[config.mk]
export PLATFORM = sky130hd
export DESIGN_NAME = som_grid_neighborhood_search_flat
export DESIGN_NICKNAME = d
export VERILOG_FILES = /design/src/hw/rtl/sgns_pkg.sv /design/src/hw/rtl/sgns_if.sv /design/src/hw/rtl/sgns_dist.sv /design/src/hw/rtl/som_grid_neighborhood_search.sv /design/src/flat_wrapper.sv
export SDC_FILE = /design/constraint.sdc
export NUM_CORES = 1
export LEC_CHECK = 0
export BUFFER_PORTS_ARGS = -buffer_cell sky130_fd_sc_hd__buf_4
export CAP_MARGIN = 0
export CORE_MARGIN = 4
export CORE_UTILIZATION = 40
export CTS_CLUSTER_SIZE = 20
export DETAILED_ROUTE_END_ITERATION = 8
export PLACE_DENSITY = 0.6
export SKIP_LAST_GASP = 1
export SLEW_MARGIN = 0
export SYNTH_ARGS = -nofsm -noshare
export SYNTH_HDL_FRONTEND = slang
export SYNTH_HIERARCHICAL = 1
export SYNTH_SLANG_ARGS = --single-unit
[constraint.sdc]
create_clock -name clk -period 19.3 [get_ports clk]
set_input_delay 0.965 -clock clk [delete_from_list [all_inputs] [get_ports clk]]
set_output_delay 0.965 -clock clk [all_outputs]
set_load 0.05 [all_outputs]
[src/hw/rtl/sgns_pkg.sv]
// Package with the shared constants and types of the SOM grid neighborhood search.
package sgns_pkg;

    localparam int MAX_WIDTH  = 8;
    localparam int MAX_HEIGHT = 8;

    localparam int COORD_W = $clog2(MAX_WIDTH > MAX_HEIGHT ? MAX_WIDTH : MAX_HEIGHT);
    localparam int SIZE_W  = 4;
    localparam int INDEX_W = 6;
    localparam int RADIUS_W = 10;
    localparam int PADDR_W = 4;
    localparam int PDATA_W = 32;

    localparam logic [1:0] REG_LAYOUT_HEXA = 2'd0;
    localparam logic [1:0] REG_GRID_WIDTH  = 2'd1;
    localparam logic [1:0] REG_GRID_HEIGHT = 2'd2;

    typedef enum logic [1:0] {
        ST_IDLE,
        ST_SWEEP,
        ST_FLUSH
    } sgns_state_t;

endpackage

[src/hw/rtl/sgns_if.sv]
// Handshake interfaces for the request and result channels.
interface sgns_req_if;
    logic       valid;
    logic       ready;
    logic [2:0] center_x;
    logic [2:0] center_y;
    logic [9:0] radius_sq_x4;

    modport source (output valid, output center_x, output center_y, output radius_sq_x4,
                    input ready);
    modport sink (input valid, input center_x, input center_y, input radius_sq_x4,
                  output ready);
endinterface

interface sgns_rsp_if;
    logic       valid;
    logic       ready;
    logic [5:0] cell_index;
    logic       empty_res;
    logic       last;

    modport source (output valid, output cell_index, output empty_res, output last,
                    input ready);
    modport sink (input valid, input cell_index, input empty_res, input last,
                  output ready);
endinterface

[src/hw/rtl/sgns_dist.sv]
// Distance test unit that checks one grid cell against the center and radius.
module sgns_dist
    import sgns_pkg::*;
(
    input  logic                 hexa,
    input  logic [COORD_W-1:0]   center_x,
    input  logic [COORD_W-1:0]   center_y,
    input  logic [COORD_W-1:0]   col,
    input  logic [COORD_W-1:0]   row,
    input  logic [RADIUS_W-1:0]  radius,
    output logic                 hit
);

    logic signed [COORD_W+1:0] dx;
    logic signed [COORD_W+1:0] dy;
    logic signed [COORD_W+2:0] h;
    logic        [COORD_W:0]   abs_h;
    logic        [COORD_W-1:0] abs_dx;
    logic        [COORD_W-1:0] abs_dy;
    logic        [9:0]         sq_h;
    logic        [9:0]         sq_dx;
    logic        [9:0]         sq_dy;
    logic        [9:0]         dist_sq;

    always_comb
    begin
        dx = $signed({2'b00, center_x}) - $signed({2'b00, col});
        dy = $signed({2'b00, center_y}) - $signed({2'b00, row});
        h  = {dx, 1'b0};
        if (dy[0])
        begin
            if (center_y[0])
            begin
                h = h + (COORD_W+3)'(1);
            end
            else
            begin
                h = h - (COORD_W+3)'(1);
            end
        end
        abs_h  = h[COORD_W+2] ? (COORD_W+1)'(-h) : h[COORD_W:0];
        abs_dx = dx[COORD_W+1] ? COORD_W'(-dx) : dx[COORD_W-1:0];
        abs_dy = dy[COORD_W+1] ? COORD_W'(-dy) : dy[COORD_W-1:0];
        sq_h   = 10'(abs_h) * 10'(abs_h);
        sq_dx  = 10'(abs_dx) * 10'(abs_dx);
        sq_dy  = 10'(abs_dy) * 10'(abs_dy);
        if (hexa)
        begin
            dist_sq = sq_h + 10'(sq_dy * 10'd3);
        end
        else
        begin
            dist_sq = 10'((sq_dx + sq_dy) << 2);
        end
        hit = (dist_sq <= radius);
    end

endmodule

[src/hw/rtl/som_grid_neighborhood_search.sv]
// Top level of the SOM grid neighborhood search with its register port and sweep sequencer.
// A request is taken only while the block is idle; it then tests one grid cell per
// cycle in index order with a single distance unit, while no hit waits on a stalled
// result channel, over the grid size in use after saturation (accept, sweep, final
// flush). A zero-sized grid goes from the accept straight to the flush state, which
// registers its empty result once the output register is free.
// Each hit waits in a pending register until the next hit so that the final result can
// carry last; an output register lets the next request in while the final result waits.
module som_grid_neighborhood_search
    import sgns_pkg::*;
(
    input  logic               clk,
    input  logic               rst_n,
    input  logic               psel,
    input  logic               penable,
    input  logic               pwrite,
    input  logic [PADDR_W-1:0] paddr,
    input  logic [PDATA_W-1:0] pwdata,
    output logic [PDATA_W-1:0] prdata,
    output logic               pready,
    sgns_req_if.sink           req,
    sgns_rsp_if.source         rsp
);

    sgns_state_t state_reg, state_next;

    logic                layout_hexa_reg;
    logic [SIZE_W-1:0]   grid_width_reg;
    logic [SIZE_W-1:0]   grid_height_reg;

    logic [COORD_W-1:0]  cx_reg, cx_next;
    logic [COORD_W-1:0]  cy_reg, cy_next;
    logic [RADIUS_W-1:0] rad_reg, rad_next;
    logic [COORD_W-1:0]  col_reg, col_next;
    logic [COORD_W-1:0]  row_reg, row_next;
    logic [INDEX_W-1:0]  idx_reg, idx_next;
    logic                pend_valid_reg, pend_valid_next;
    logic [INDEX_W-1:0]  pend_idx_reg, pend_idx_next;
    logic                out_valid_reg, out_valid_next;
    logic [INDEX_W-1:0]  out_idx_reg, out_idx_next;
    logic                out_empty_reg, out_empty_next;
    logic                out_last_reg, out_last_next;

    logic [SIZE_W-1:0]   w_eff;
    logic [SIZE_W-1:0]   h_eff;
    logic                size_zero;
    logic                col_last;
    logic                cell_last;
    logic                hit;
    logic                out_free;
    logic                step;
    logic                cfg_write;

    assign cfg_write = psel & penable & pwrite;
    assign pready    = 1'b1;

    always_ff @(posedge clk or negedge rst_n)
    begin
        if (!rst_n)
        begin
            layout_hexa_reg <= 1'b0;
            grid_width_reg  <= SIZE_W'(MAX_WIDTH);
            grid_height_reg <= SIZE_W'(MAX_HEIGHT);
        end
        else if (cfg_write)
        begin
            unique case (paddr[3:2])
                REG_LAYOUT_HEXA: layout_hexa_reg <= pwdata[0];
                REG_GRID_WIDTH:  grid_width_reg  <= pwdata[SIZE_W-1:0];
                REG_GRID_HEIGHT: grid_height_reg <= pwdata[SIZE_W-1:0];
                default:         ;
            endcase
        end
    end

    always_comb
    begin
        unique case (paddr[3:2])
            REG_LAYOUT_HEXA: prdata = PDATA_W'(layout_hexa_reg);
            REG_GRID_WIDTH:  prdata = PDATA_W'(grid_width_reg);
            REG_GRID_HEIGHT: prdata = PDATA_W'(grid_height_reg);
            default:         prdata = '0;
        endcase
    end

    assign w_eff     = (grid_width_reg > SIZE_W'(MAX_WIDTH)) ? SIZE_W'(MAX_WIDTH)
                                                              : grid_width_reg;
    assign h_eff     = (grid_height_reg > SIZE_W'(MAX_HEIGHT)) ? SIZE_W'(MAX_HEIGHT)
                                                                : grid_height_reg;
    assign size_zero = (w_eff == '0) || (h_eff == '0);
    assign col_last  = ({1'b0, col_reg} == w_eff - SIZE_W'(1));
    assign cell_last = col_last && ({1'b0, row_reg} == h_eff - SIZE_W'(1));
    assign out_free  = !out_valid_reg || rsp.ready;
    assign step      = !(hit && pend_valid_reg) || out_free;

    sgns_dist u_dist (
        .hexa     (layout_hexa_reg),
        .center_x (cx_reg),
        .center_y (cy_reg),
        .col      (col_reg),
        .row      (row_reg),
        .radius   (rad_reg),
        .hit      (hit)
    );

    always_comb
    begin
        state_next = state_reg;
        unique case (state_reg)
            ST_IDLE:
            begin
                if (req.valid)
                begin
                    state_next = size_zero ? ST_FLUSH : ST_SWEEP;
                end
            end
            ST_SWEEP:
            begin
                if (step && cell_last)
                begin
                    state_next = ST_FLUSH;
                end
            end
            ST_FLUSH:
            begin
                if (out_free)
                begin
                    state_next = ST_IDLE;
                end
            end
            default: state_next = ST_IDLE;
        endcase
    end

    always_comb
    begin
        req.ready      = (state_reg == ST_IDLE);
        rsp.valid      = out_valid_reg;
        rsp.cell_index = out_idx_reg;
        rsp.empty_res  = out_empty_reg;
        rsp.last       = out_last_reg;
    end

    always_comb
    begin
        cx_next         = cx_reg;
        cy_next         = cy_reg;
        rad_next        = rad_reg;
        col_next        = col_reg;
        row_next        = row_reg;
        idx_next        = idx_reg;
        pend_valid_next = pend_valid_reg;
        pend_idx_next   = pend_idx_reg;
        out_valid_next  = out_valid_reg && !rsp.ready;
        out_idx_next    = out_idx_reg;
        out_empty_next  = out_empty_reg;
        out_last_next   = out_last_reg;
        unique case (state_reg)
            ST_IDLE:
            begin
                if (req.valid)
                begin
                    cx_next         = req.center_x;
                    cy_next         = req.center_y;
                    rad_next        = req.radius_sq_x4;
                    col_next        = '0;
                    row_next        = '0;
                    idx_next        = '0;
                    pend_valid_next = 1'b0;
                end
            end
            ST_SWEEP:
            begin
                if (step)
                begin
                    if (hit)
                    begin
                        if (pend_valid_reg)
                        begin
                            out_valid_next = 1'b1;
                            out_idx_next   = pend_idx_reg;
                            out_empty_next = 1'b0;
                            out_last_next  = 1'b0;
                        end
                        pend_valid_next = 1'b1;
                        pend_idx_next   = idx_reg;
                    end
                    if (col_last)
                    begin
                        col_next = '0;
                        row_next = row_reg + COORD_W'(1);
                    end
                    else
                    begin
                        col_next = col_reg + COORD_W'(1);
                    end
                    idx_next = idx_reg + INDEX_W'(1);
                end
            end
            ST_FLUSH:
            begin
                if (out_free)
                begin
                    out_valid_next = 1'b1;
                    out_last_next  = 1'b1;
                    if (pend_valid_reg)
                    begin
                        out_idx_next   = pend_idx_reg;
                        out_empty_next = 1'b0;
                    end
                    else
                    begin
                        out_idx_next   = '0;
                        out_empty_next = 1'b1;
                    end
                    pend_valid_next = 1'b0;
                end
            end
            default: ;
        endcase
    end

    always_ff @(posedge clk or negedge rst_n)
    begin
        if (!rst_n)
        begin
            state_reg      <= ST_IDLE;
            pend_valid_reg <= 1'b0;
            out_valid_reg  <= 1'b0;
        end
        else
        begin
            state_reg      <= state_next;
            pend_valid_reg <= pend_valid_next;
            out_valid_reg  <= out_valid_next;
        end
    end

    always_ff @(posedge clk)
    begin
        cx_reg        <= cx_next;
        cy_reg        <= cy_next;
        rad_reg       <= rad_next;
        col_reg       <= col_next;
        row_reg       <= row_next;
        idx_reg       <= idx_next;
        pend_idx_reg  <= pend_idx_next;
        out_idx_reg   <= out_idx_next;
        out_empty_reg <= out_empty_next;
        out_last_reg  <= out_last_next;
    end

endmodule

[src/flat_wrapper.sv]
// flat-port wrapper written by rule: the top's interface ports become plain ports
module som_grid_neighborhood_search_flat import sgns_pkg::*;
  (clk, rst_n, psel, penable, pwrite, paddr, pwdata, prdata, pready, req_valid, req_center_x, req_center_y, req_radius_sq_x4, req_ready, rsp_valid, rsp_cell_index, rsp_empty_res, rsp_last, rsp_ready);
  sgns_req_if req_i ();
  sgns_rsp_if rsp_i ();
  input  logic clk;
  input  logic rst_n;
  input  logic psel;
  input  logic penable;
  input  logic pwrite;
  input  logic [PADDR_W-1:0] paddr;
  input  logic [PDATA_W-1:0] pwdata;
  output logic [PDATA_W-1:0] prdata;
  output logic pready;
  input wire logic [$bits(req_i.valid)-1:0] req_valid;
  input wire logic [$bits(req_i.center_x)-1:0] req_center_x;
  input wire logic [$bits(req_i.center_y)-1:0] req_center_y;
  input wire logic [$bits(req_i.radius_sq_x4)-1:0] req_radius_sq_x4;
  output wire logic [$bits(req_i.ready)-1:0] req_ready;
  output wire logic [$bits(rsp_i.valid)-1:0] rsp_valid;
  output wire logic [$bits(rsp_i.cell_index)-1:0] rsp_cell_index;
  output wire logic [$bits(rsp_i.empty_res)-1:0] rsp_empty_res;
  output wire logic [$bits(rsp_i.last)-1:0] rsp_last;
  input wire logic [$bits(rsp_i.ready)-1:0] rsp_ready;
  assign req_i.valid = req_valid;
  assign req_i.center_x = req_center_x;
  assign req_i.center_y = req_center_y;
  assign req_i.radius_sq_x4 = req_radius_sq_x4;
  assign req_ready = req_i.ready;
  assign rsp_valid = rsp_i.valid;
  assign rsp_cell_index = rsp_i.cell_index;
  assign rsp_empty_res = rsp_i.empty_res;
  assign rsp_last = rsp_i.last;
  assign rsp_i.ready = rsp_ready;
  som_grid_neighborhood_search u_core (.clk(clk), .rst_n(rst_n), .psel(psel), .penable(penable), .pwrite(pwrite), .paddr(paddr), .pwdata(pwdata), .prdata(prdata), .pready(pready), .req(req_i), .rsp(rsp_i));
endmodule
== Word level (Yosys, flattened, before mapping) ==
Index checks and enable logic that the tools add are counted.
Cells by class
  reduce and logical (&&, ||, !) cells: 27
  $mul: 4
  equal/unequal tests: 13
  mux-type cells: 48
  bitwise logic cells: 2
  add/subtract/negate cells: 14
  order comparisons: 3
Operators by type and width (number)
  6-bit 2-to-1 mux: 9
  6-bit case mux with 2 select lines: 2
  3-bit 2-to-1 mux: 7
  1-bit 2-to-1 mux: 14
  3-bit by 3-bit multiplier with 6-bit output: 2
  4-bit 2-to-1 mux: 3
  2-bit by 1-bit inequality test with 1-bit output, second input constant: 6
  3-bit case mux with 2 select lines: 2
  4-bit case mux with 3 select lines: 1
  10-bit <= comparator: 1
  5-bit AND reduction: 2
  8-bit by 8-bit adder with 9-bit output: 1
  9-bit 2-to-1 mux: 1
  3-bit AND reduction: 3
  3-bit by 4-bit equality test with 1-bit output: 2
  4-bit > comparator, second input constant: 2
  4-bit logical NOT: 2
  4-bit by 4-bit multiplier with 8-bit output: 1
  6-bit by 2-bit multiplier with 8-bit output, second input constant: 1
  2-bit 2-to-1 mux: 4
  2-bit AND reduction: 4
  3-bit by 3-bit subtractor with 4-bit output: 2
  4-bit by 1-bit subtractor with 4-bit output, second input constant: 2
  6-bit by 6-bit adder with 7-bit output: 1
  20 further kinds: 36
Storage, ports and cells
  word-level logic and storage cells: 127
  input port bits: 59
  bits in registers: 55

== Longest topological paths before layout ==
Gate-level depths: netlist of the first run.
  depth after elaboration: 16
  mapped depth: 33

== Hierarchy ==
The synthesis of the first run kept the hierarchy.
Modules (own cells, without submodules)
  som_grid_neighborhood_search: instances 1, sequential area each 1589.0 um^2, cells an instance 200, area each 2621.3 um^2
  sgns_dist: instances 1, sequential area each 0.0 um^2, cells an instance 205, area each 1622.8 um^2

== Worst setup path before layout of the first run ==
OpenSTA, ideal clock, no wires.
  path type: reg-to-reg
  start point: register u_core.cy_reg[0]
  end point: register u_core.row_reg[0] (enable)
  cell stages (with the launch flop): 32
  path slack: 12.566 ns
  data arrival time: 6.430 ns
  path buffers: 0
  cells stage by stage: edfxtp_1 inv_1 ha_1 inv_1 fa_1 inv_1 ha_1 nor2_1 xor2_1 nor2_1 ha_1 xnor2_1 ha_1 xor2_1 fa_1 fa_1 inv_1 ha_1 a21oi_1 o21bai_1 a21o_1 a21oi_1 xor2_1 a21oi_1 ha_1 nand4b_1 o22ai_1 o31ai_1 nand4b_1 nor2_1 nor2_1 and2_1
Between the ends
  word-level cells in the longest chain between the ends: 13
  elaborated cells between the ends (all ways): 19
RTL lines
  start: declaration: RTL line som_grid_neighborhood_search.sv:32  | logic [COORD_W-1:0] cy_reg, cy_next;
  start signal: assignment: RTL line som_grid_neighborhood_search.sv:242  | cy_reg <= cy_next;
  3-bit by 3-bit subtractor with 4-bit output or 6-bit 2-to-1 mux (tied branches): RTL line sgns_dist.sv:28, sgns_dist.sv:32
  3-bit negation or 6-bit 2-to-1 mux (tied branches): RTL line sgns_dist.sv:43, sgns_dist.sv:30
  3-bit 2-to-1 mux or 4-bit negation (tied branches): RTL line sgns_dist.sv:43, sgns_dist.sv:41
  3-bit by 3-bit multiplier with 6-bit output or 4-bit 2-to-1 mux (tied branches): RTL line sgns_dist.sv:46, sgns_dist.sv:41
  6-bit by 2-bit multiplier with 8-bit output or 4-bit by 4-bit multiplier with 8-bit output (tied branches): RTL line sgns_dist.sv:49, sgns_dist.sv:44
  8-bit by 8-bit adder with 9-bit output: RTL line sgns_dist.sv:49  | dist_sq = sq_h + 10'(sq_dy * 10'd3);
  9-bit 2-to-1 mux (*): RTL line sgns_dist.sv:47  | if (hexa)
  10-bit <= comparator (*): RTL line sgns_dist.sv:55  | hit = (dist_sq <= radius);
  named net u_core.hit: RTL line som_grid_neighborhood_search.sv:49  | logic hit;
  1-bit logical AND (*): RTL line som_grid_neighborhood_search.sv:94  | assign step = !(hit && pend_valid_reg) || out_free;
  1-bit logical NOT (*): RTL line som_grid_neighborhood_search.sv:94
  1-bit logical OR (*): RTL line som_grid_neighborhood_search.sv:94
  2-bit by 1-bit inequality test with 1-bit output (no line) (*)
  4-bit AND reduction (no line) (*)
  end signal: assignment: RTL line som_grid_neighborhood_search.sv:245  | row_reg <= row_next;
  end: declaration: RTL line som_grid_neighborhood_search.sv:35  | logic [COORD_W-1:0] row_reg, row_next;
The timed path passes the listed nets; every way through them passes the cells marked *.
A chain may end at the register's enable or synchronous reset.

== Worst setup path after layout of the first run ==
  start point: register u_core.row_reg[0]
  end point: register u_core.out_idx_reg[0], in the netlist u_core/rsp.cell_index[0] (enable)
Between the ends
  word-level cells in the longest chain between the ends: 13
  elaborated cells between the ends (all ways): 19
RTL lines
  3-bit by 3-bit subtractor with 4-bit output (*): RTL line sgns_dist.sv:28  | dy = $signed({2'b00, center_y}) - $signed({2'b00, row});
  3-bit negation or 6-bit 2-to-1 mux (tied branches): RTL line sgns_dist.sv:43, sgns_dist.sv:30
  3-bit 2-to-1 mux or 4-bit negation (tied branches): RTL line sgns_dist.sv:43, sgns_dist.sv:41
  3-bit by 3-bit multiplier with 6-bit output or 4-bit 2-to-1 mux (tied branches): RTL line sgns_dist.sv:46, sgns_dist.sv:41
  6-bit by 2-bit multiplier with 8-bit output or 4-bit by 4-bit multiplier with 8-bit output (tied branches): RTL line sgns_dist.sv:49, sgns_dist.sv:44
  8-bit by 8-bit adder with 9-bit output: RTL line sgns_dist.sv:49
  9-bit 2-to-1 mux (*): RTL line sgns_dist.sv:47
  10-bit <= comparator (*): RTL line sgns_dist.sv:55
  named net u_core.hit: RTL line som_grid_neighborhood_search.sv:49
  1-bit logical AND: RTL line som_grid_neighborhood_search.sv:94
  1-bit logical NOT: RTL line som_grid_neighborhood_search.sv:94
  1-bit logical OR: RTL line som_grid_neighborhood_search.sv:94
  2-bit by 1-bit inequality test with 1-bit output (no line)
  5-bit AND reduction (no line) (*)
  end signal: assignment: RTL line som_grid_neighborhood_search.sv:248  | out_idx_reg <= out_idx_next;
  end: declaration: RTL line som_grid_neighborhood_search.sv:40  | logic [INDEX_W-1:0] out_idx_reg, out_idx_next;
Marked as above.

==> impl_metrics.csv, run 1 <==
group,metric,value,unit
outcome,status,"finished clean",
sta,tightest_slew,0.879,ns
flow_run,timing.max_cap.violations,0,
die,num_io_pins,102,
place,portBuffers,42,
die,dieWidth,111,um
finish,final_util,45.5,%
die,die_h,111,um
grt,grt_pass1_vias,2754,
sta,fin_crit_sh,39.9,%
sta,clock_skew,0.00616,ns
hold_path,holdCritPathClass,"in -> async",
sta,fin_crit,7.70,ns
logic_synthesis,ys_seq_area_share,37.4,%
cts,clockBufferDepth,2,
cts,ctsRootBufferMaster,"clkbuf_8",
sta,finalHoldViolCount,0,
finish,area.growth.synth_to_final,10.7,%
cts,htreeDepth,2,
sta,setup_viol,0,
sta,setup_tns,0,ns
drt,avgViaCountPerCell,4.72,
die,num_rows,37,
drt,drtIter0Drc,68,
logic_synthesis,synth_area_leaders,"edfxtp_1 30%, ha_1 15%, dfrtp_1 6.5%",
logic_synthesis,ys.flop_type,"edfxtp_1",
finish,antenna-diode-count,0,
setup_path,start_kind,"register",
cts,clock_latency,0.31,ns
cts,cts_resized,0,
setup_path,crit_fanout,8,
logic_synthesis,async_flop_share,23.6,%
setup_path,worstPathRequired,19.25,ns
die,initial_core_util,41.1,%
grt,grt-ovfl-total,0,
place,dp_hpwl,5990,um
logic_synthesis,synth_area_leader_cell,"edfxtp_1",
logic_synthesis,ys_types,50,
die,fp.dieArea,0.0123,mm2
cts,numCtsBuffers,5,
sta,grt_setup_unrepaired,"false",
logic_synthesis,yosys_warnings,6,
finish,nNetsFinal,571,
drt,drcViolationCount,0,
logic_synthesis,syn_area,0.00424,mm2
finish,drive_gt1_share,16.2,%
setup_path,end_kind,"register",
logic_synthesis,synthCells,405,
logic_synthesis,netlist.area_leader.share,29.7,%
cts,cts-hold-fix-buffers,0,
drt,ant_nets,0,
finish,largest_reg_flops,10,
grt,grt_usage,12.3,%
drt,wl,7340,um
die,core_area,0.0103,mm2
drt,num_vias,2773,
grt,grt_pass1_wl,12500,um
cts,cts_tree,"yes",
finish,layout_common_cells,"51 x ha_1, 49 x inv_1, 42 x buf_4, 42 x edfxtp_1, 35 x nor2_1",
sta,slew_violations,0,
cts,path_clk_slew,0.10,ns
logic_synthesis,synth_seq_cells,55,
grt,antenna_found_initial,0,
cts,post_cts_buffers,0,
logic_synthesis,syn_area_per_cell,10.5,um2
setup_path,arrival,7.65,ns
logic_synthesis,synth-edff-count,42,
drt,first_pass_iters,4,
sta,max_freq,130,MHz
sta,relSlewSlack,40.9,%
place,postPlaceCellArea,0.00461,mm2
finish,final_area,0.00470,mm2
finish,final_common_cell,"ha_1",
setup_path,criticalPathCategory,"reg -> reg",
cts,cts_sinks,55,
grt,grt_max_degree,19,
drt,wl_per_cell,12.5,um
place,routabilityCongestion,0.801,
[layer usage]
metal	vias up	global-route usage [%]	share of wire, %
li1	1409	-	-
met1	1311	15.3	45
met2	47	21.5	50
met3	6	2.35	3.7
met4	0	4.27	1.5
met5	-	0	0
[synthesized netlist by cell type, types with 5 or more instances]
master,instances
ha_1,51
inv_1,49
edfxtp_1,42
nor2_1,35
buf_4,29
xnor2_1,20
a21oi_1,19
nand2_1,15
mux2_2,14
xor2_1,13
and2_1,11
dfrtp_1,11
fa_1,11
a21o_1,8
nand3_1,7
nor2b_1,6
nand2b_1,5
o21ai_0,5
[path summary, 6_finish.rpt]
kind,from,endpoint,slack (ns),cells past startpoint
min in group clk,u_core/idx_reg[5],u_core/pend_idx_reg[5],0.48,0
worst max register to register,u_core/row_reg[0],u_core/rsp.cell_index[0],11.60,27
worst min-delay path,rst_n,u_core/grid_width_reg[2],0.47,1
worst max-delay path,u_core/row_reg[0],u_core/rsp.cell_index[0],11.60,27
max in group asynchronous,rst_n,u_core/grid_width_reg[3],18.59,1
worst min register to register,u_core/idx_reg[5],u_core/pend_idx_reg[5],0.48,0
[stage by stage]
stage | cells | hold WS, ns | setup WS, ns
2_1_floorplan | 432 | 0.449 | 12.57
3_3_place_gp | 579 | 0.460 | 11.59
3_5_place_dp | 579 | 0.460 | 11.52
4_1_cts | 587 | 0.458 | 11.48
5_1_grt | 587 | 0.458 | 11.03
6_report | 587 | 0.474 | 11.60
[worst max-delay path, stage by stage (launching register included)]
cell      delay (ns)
edfxtp_1        0.45
ha_1            0.18
inv_1           0.06
fa_1            0.49
inv_1           0.05
ha_1            0.18
nor2_1          0.20
xor2_1          0.22
nor2_1          0.07
ha_1            0.24
xnor2_1         0.32
ha_1            0.34
xor2_1          0.20
fa_1            0.53
fa_1            0.54
inv_1           0.04
ha_1            0.32
a21oi_1         0.14
o21bai_1        0.10
a21o_1          0.18
a21oi_1         0.16
xor2_1          0.18
a21oi_1         0.10
ha_1            0.32
nand4b_1        0.13
o31ai_1         0.78
nand3_1         0.14
a21oi_1         0.66
[cells by family (layout without fill, tap and decap cells)]
family	count (synthesis)	after routing	share of synthesized area, %
flip-flops	55	55	37.4
XOR/XNOR	34	34	7.19
AND/OR/NAND/NOR	93	93	10.8
other	4	31	0.354
adder cells (fa/ha/maj)	62	62	20.2
AO/OA/AOI/OAI	58	58	9.38
buffers and inverters	80	99	9.64
multiplexers	19	19	5.01
[final cells by class]
type                    instances  area, um2
fillers                       992       5630
multi-input cells             297       2350
flip-flops and latches         55       1590
repair buffers                 42        315
inverters                      49        184
well taps                     136        170
clock buffers                   5       68.8
clock inverters                 3       22.5
Power of run 1 is left out: the tool's default activity adds up to more than one toggle a clock period on the data nets, which glitch-free logic cannot reach.
==> run 2: changes to the inputs <==
--- a/config.mk
+++ b/config.mk
@@ -11,7 +11,7 @@
 export CORE_UTILIZATION = 40
 export CTS_CLUSTER_SIZE = 20
 export DETAILED_ROUTE_END_ITERATION = 8
-export PLACE_DENSITY = 0.6
+export PLACE_DENSITY = 0.62
 export SKIP_LAST_GASP = 1
 export SLEW_MARGIN = 0
 export SYNTH_ARGS = -nofsm -noshare
==> constraint.sdc (replaced) <==
create_clock -name clk -period 6.2 [get_ports clk]
set_input_delay 0.31 -clock clk [delete_from_list [all_inputs] [get_ports clk]]
set_output_delay 0.31 -clock clk [all_outputs]
set_load 0.05 [all_outputs]
==> run 2 against run 1 <==
  * The flow now finishes with violations (setup timing)
  * Design area increased by 15%
  * Critical path depth up 5
  * Worst hold slack got worse by 0.30 ns
  * Die area stayed put
  * Non-clock buffer count increased by 71
  * Count of clock-buffer cells in the layout unchanged
  * Clock skew down 0.0020 ns
  * Global-route usage grew 1.1 points
  * Critical path type unchanged
  * Largest cell class unchanged
==> impl_metrics.csv, run 2 (synthesis gave the netlist of run 1 again) <==
group,metric,value,unit
setup_path,crit_fanout,3,
cts,htreeDepth,2,
sta,setup_viol,29,
sta,slew_violations,0,
finish,largest_reg_flops,10,
drt,avgViaCountPerCell,4.64,
drt,first_pass_iters,4,
die,num_io_pins,102,
sta,tightest_slew,0.815,ns
grt,grt_pass1_vias,2990,
outcome,violations,"setup timing",
finish,antenna-diode-count,0,
finish,drive_gt1_share,32.0,%
drt,ant_nets,0,
finish,final_cells,658,
cts,numCtsBuffers,5,
sta,fin_ws,-0.280,ns
die,fp.dieArea,0.0123,mm2
cts,ctsRootBufferMaster,"clkbuf_8",
setup_path,worstPathRequired,6.41,ns
setup_path,r2r_setup_slack,-0.28,ns
grt,antenna_found_initial,0,
drt,drtIter0Drc,101,
die,die_h,111,um
hold_path,worstHoldStart,"req_radius_sq_x4[6]",
finish,seqCellArea,0.00159,mm2
sta,relSlewSlack,45.7,%
setup_path,end_kind,"register",
setup_path,cpPeakStageDelay,0.51,ns
sta,finalHoldViolCount,0,
flow_run,timing.max_cap.violations,0,
drt,drcViolationCount,0,
place,portBuffers,42,
place,dp_hpwl,6580,um
grt,grt-ovfl-total,0,
place,placed_cells_incl_taps,636,
sta,fin_crit,6.48,ns
setup_path,crit_path_start,"u_core/cy_reg[0]",
finish,nFillCells,944,
drt,num_vias,3055,
drt,wl,8200,um
die,dieWidth,111,um
grt,grt_max_degree,19,
sta,max_freq,154,MHz
drt,wl_per_cell,12.5,um
cts,clock_latency,0.31,ns
sta,grt_setup_unrepaired,"true",
setup_path,arrival,6.69,ns
grt,grt_usage,13.5,%
die,initial_core_util,41.1,%
setup_path,cp_slowest_cell,"fa_1",
finish,nNetsFinal,642,
die,num_rows,37,
outcome,status,"complete, but fails checks",
finish,layout_common_cells,"109 x buf_4, 47 x inv_1, 45 x ha_1, 42 x edfxtp_1, 32 x nor2_1",
grt,grt_pass1_wl,13700,um
finish,multi_input_area,0.00249,mm2
die,core_area,0.0103,mm2
cts,clockBufferDepth,2,
setup_path,start_kind,"register",
finish,area.growth.synth_to_final,27.0,%
cts,cts_tree,"yes",
cts,cts_sinks,55,
setup_path,criticalPathCategory,"reg -> reg",
finish,final_common_cell,"buf_4",
sta,clock_skew,0.00415,ns
place,routabilityCongestion,0.861,
sta,fin_crit_sh,105,%
hold_path,holdCritPathClass,"in -> reg",
cts,path_clk_slew,0.10,ns
setup_path,regToRegStartpoint,"u_core/cy_reg[0]",
[run 2: area by class of cell]
type / count / share of cell area [%]
Clock inverter: 3 / 0.418
Timing Repair Buffer: 113 / 16.0
Tap cell: 136 / 3.16
Sequential cell: 55 / 29.5
Multi-Input combinational cell: 297 / 46.3
Inverter: 49 / 3.41
Clock buffer: 5 / 1.28
[run 2: what timing repair did]
item	in CTS	in global routing
setup buffers	12	3
resized for setup	18	4
setup endpoints to repair	28	30
endpoints found under the hold margin	11	0
pin swaps	27	11
hold buffers	1	0
[run 2: path summary, 6_finish.rpt]
| kind | end | cells after the start |
|---|---|---|
| min | u_core/rad_reg[6] | 1 |
| max | u_core/state_reg[0] | 32 |
| max in group asynchronous | u_core/grid_width_reg[3] | 2 |
| max reg2reg | u_core/state_reg[0] | 32 |
| min in group asynchronous | u_core/rsp.valid | 2 |
| min reg2reg | u_core/pend_idx_reg[5] | 0 |
[run 2: layer usage]
layer / part of all wire [%] / global-route usage [%]
met2: 52 / 23.9
met4: 1.4 / 3.69
met1: 43 / 17.2
met3: 3.7 / 1.80
met5: 0 / 0
[run 2: critical path: cells and delay by family (launching register included)]
| kind | cells | cell delay [ns] |
|---|---|---|
| flops | 1 | 0.40 |
| mux | 1 | 0.29 |
| xor+xnor | 4 | 0.67 |
| fa+ha+maj | 9 | 2.95 |
| simple gates | 6 | 0.67 |
| buf+inv | 5 | 0.39 |
| compound gates | 7 | 1.02 |
[run 2: stage by stage]
step | instance area [um2] | setup TNS [ns] | setup WS, ns | hold WS [ns] | util (%)
after CTS | 5360 | -4.97 | -0.255 | 0.160 | 51.9
after global placement | 5090 | -4.37 | -0.290 | 0.166 | 49.3
after detailed placement | 5090 | -6.81 | -0.421 | 0.166 | 49.3
final | 5390 | -5.37 | -0.280 | 0.170 | 52.2
after floorplan | 4400 | 0 | 0.0279 | 0.0144 | -
after global routing | 5390 | -13.49 | -0.583 | 0.143 | 52.2
Power of run 2 is left out for the same reason.
==> run 3: changes to the inputs <==
--- a/config.mk
+++ b/config.mk
@@ -5,13 +5,14 @@
 export SDC_FILE = /design/constraint.sdc
 export NUM_CORES = 1
 export LEC_CHECK = 0
-export BUFFER_PORTS_ARGS = -buffer_cell sky130_fd_sc_hd__buf_4
+export ABC_AREA = 1
+export BUFFER_PORTS_ARGS = -buffer_cell sky130_fd_sc_hd__buf_2
 export CAP_MARGIN = 0
 export CORE_MARGIN = 4
 export CORE_UTILIZATION = 40
 export CTS_CLUSTER_SIZE = 20
 export DETAILED_ROUTE_END_ITERATION = 8
-export PLACE_DENSITY = 0.62
+export PLACE_DENSITY = 0.61
 export SKIP_LAST_GASP = 1
 export SLEW_MARGIN = 0
 export SYNTH_ARGS = -nofsm -noshare
==> run 3 against run 2 <==
  * The run still ends with setup timing left
  * Synthesized area up 5.2%
  * Routed wire length up 9.1%
  * Sequential share of layout area down 1.4 points
  * Sequential cell count unchanged
  * First-iteration DRC count up 51%
  * Final cell count up 19%
  * Utilization down 0.29 points
  * Via count up 16%
  * Count of clock-buffer cells in the layout unchanged
  * Critical path depth up 8
==> impl_metrics.csv, run 3 <==
group,metric,value,unit
outcome,status,"complete, but fails checks",
outcome,violations,"setup timing",
cts,numCtsBuffers,5,
drt,wl_met2,4370,um
sta,grt_setup_unrepaired,"true",
cts,ctsRootBufferMaster,"clkbuf_8",
setup_path,crit_buf_inv,12,
sta,max_freq,154,MHz
drt,drtIter0Drc,153,
setup_path,cpPeakStageDelay,0.51,ns
finish,final_area,0.00565,mm2
setup_path,crit_fanout,3,
die,die_h,114,um
logic_synthesis,synth_seq_cells,55,
logic_synthesis,ys.flop_type,"edfxtp_1",
drt,met1_length,4120,um
logic_synthesis,ys_seq_area_share,35.6,%
grt,grt_pass1_wl,15200,um
place,portBuffers,42,
logic_synthesis,yosysMostFrequentCell,"nand2_1",
setup_path,crit_top_cell,"inv_2",
sta,finalHoldViolCount,0,
cts,clockBufferDepth,2,
logic_synthesis,syn_area_per_cell,8.39,um2
sta,clock_skew,0.00571,ns
hold_path,holdCritPathClass,"in -> reg",
cts,cts_sinks,55,
setup_path,cp_slowest_cell,"fa_1",
sta,tightest_slew,0.718,ns
setup_path,end_kind,"register",
grt,grt-ovfl-total,0,
finish,largest_reg_flops,10,
logic_synthesis,async_flop_share,23.6,%
logic_synthesis,synthCells,532,
setup_path,cp_top_family,"adder cells",
place,routabilityCongestion,0.820,
finish,nFillCells,991,
setup_path,cp.depth,40,
setup_path,arrival,6.49,ns
die,fp.dieArea,0.0129,mm2
drt,ant_nets,0,
grt,grt_usage,14.3,%
die,num_io_pins,102,
sta,slew_violations,0,
grt,grt_max_degree,19,
setup_path,r2r_cells,40,
sta,whs,0.163,ns
sta,fin_crit,6.49,ns
hold_path,whs_path_depth,1,
drt,top_layer,"met4",
finish,drive_gt1_share,32.6,%
drt,drcViolationCount,0,
logic_synthesis,netlist.area_leader.share,28.3,%
logic_synthesis,synth_area_leaders,"edfxtp_1 28%, ha_1 14%, nand2_1 9.2%",
logic_synthesis,syn_area,0.00446,mm2
place,dp_hpwl,7120,um
drt,avgViaCountPerCell,4.54,
drt,num_vias,3552,
setup_path,worstPathRequired,6.20,ns
drt,wl,8940,um
logic_synthesis,synth-edff-count,42,
flow_run,timing.max_cap.violations,0,
grt,antenna_found_initial,0,
cts,clock_latency,0.31,ns
cts,cts_tree,"yes",
die,num_rows,38,
sta,fin_crit_sh,105,%
finish,antenna-diode-count,0,
drt,first_pass_iters,4,
logic_synthesis,ys_types,40,
drt,wl_per_cell,11.4,um
die,initial_core_util,41.0,%
logic_synthesis,yosys_warnings,6,
finish,nNetsFinal,762,
setup_path,criticalPathCategory,"reg -> reg",
cts,htreeDepth,2,
finish,layout_common_cells,"98 x nand2_1, 79 x inv_1, 56 x buf_4, 42 x buf_2, 42 x edfxtp_1",
logic_synthesis,synth_area_leader_cell,"edfxtp_1",
setup_path,start_kind,"register",
drt,met3_wirelength,274,um
place,postPlaceCellArea,0.00524,mm2
cts,path_clk_slew,0.10,ns
grt,grt_pass1_vias,3447,
die,core_area,0.0109,mm2
sta,fin_ws,-0.292,ns
die,dieWidth,114,um
finish,area.growth.synth_to_final,26.6,%
logic_synthesis,synth_common_cells,"109 x nand2_1, 92 x inv_1, 51 x ha_1",
finish,final_common_cell,"nand2_1",
sta,setup_viol,29,
sta,relSlewSlack,52.0,%
-- run 3: final cells by class --
type	instances	area, um2	share of cell area (%)
clock buffer	5	68.8	1.22
sequential	55	1590	28.1
inverter	102	385	6.82
multi-input combinational	371	2670	47.3
tap	140	175	3.10
timing repair buffer	106	737	13.0
clock inverter	3	22.5	0.398
-- run 3: path summary, 6_finish.rpt --
path	startpoint	to	slack (ns)
worst max-delay path	u_core/cy_reg[0]	u_core/row_reg[2]	-0.29
worst min-delay path	req_center_y[0]	u_core/cy_reg[0]	0.16
worst max register to register	u_core/cy_reg[0]	u_core/row_reg[2]	-0.29
worst min register to register	u_core/idx_reg[4]	u_core/pend_idx_reg[4]	0.47
max in group asynchronous	rst_n	u_core/grid_width_reg[3]	5.51
min in group asynchronous	rst_n	u_core/state_reg[0]	0.40
-- run 3: cell families (layout without fill, tap and decap cells) --
family                     after synthesis  count (layout)  share of synthesized area [%]
xor gates and xnor gates                16              16                           3.14
DFF                                     55              55                           35.6
and+or+nand+nor                        214             214                           21.5
other                                    4              31                          0.336
AOI/OAI and AO/OA                       48              48                           6.31
buffers and inverters                  133             216                           13.9
adders and majority gates               62              62                           19.2
-- run 3: per-layer routing --
metal | vias up | track usage [%]
met5 | - | 0
met4 | 0 | 4.81
met3 | 12 | 1.75
met2 | 69 | 24.8
met1 | 1630 | 18.3
li1 | 1841 | -
-- run 3: worst reg2reg max path: cells and delay by family, from the launching register on --
kind	cells	cell delay, ns
XOR/XNOR	2	0.30
AO/OA/AOI/OAI	6	1.01
flip-flops	1	0.41
adder cells (fa/ha/maj)	9	2.66
AND/OR/NAND/NOR	11	0.85
buffers and inverters	12	0.94
-- run 3: per-stage QoR --
step | worst slack (ns) | setup TNS [ns] | instances | util (%)
after floorplan | -0.132 | -1.05 | 559 | -
after global placement | -0.309 | -6.65 | 762 | 48.1
after detailed placement | -0.494 | -11.78 | 762 | 48.1
after CTS | -0.231 | -4.80 | 778 | 50.9
after global routing | -0.700 | -17.39 | 782 | 51.9
final | -0.292 | -6.63 | 782 | 51.9
-- run 3: timing repair --
item                                    CTS  global route
buffers inserted                          8             4
pin swaps                                17            12
endpoints found under the setup margin   30            30
gates resized for setup                  38            22
hold buffers                              1             0
endpoints found under the hold margin    11             0
Power of run 3 is left out for the same reason.
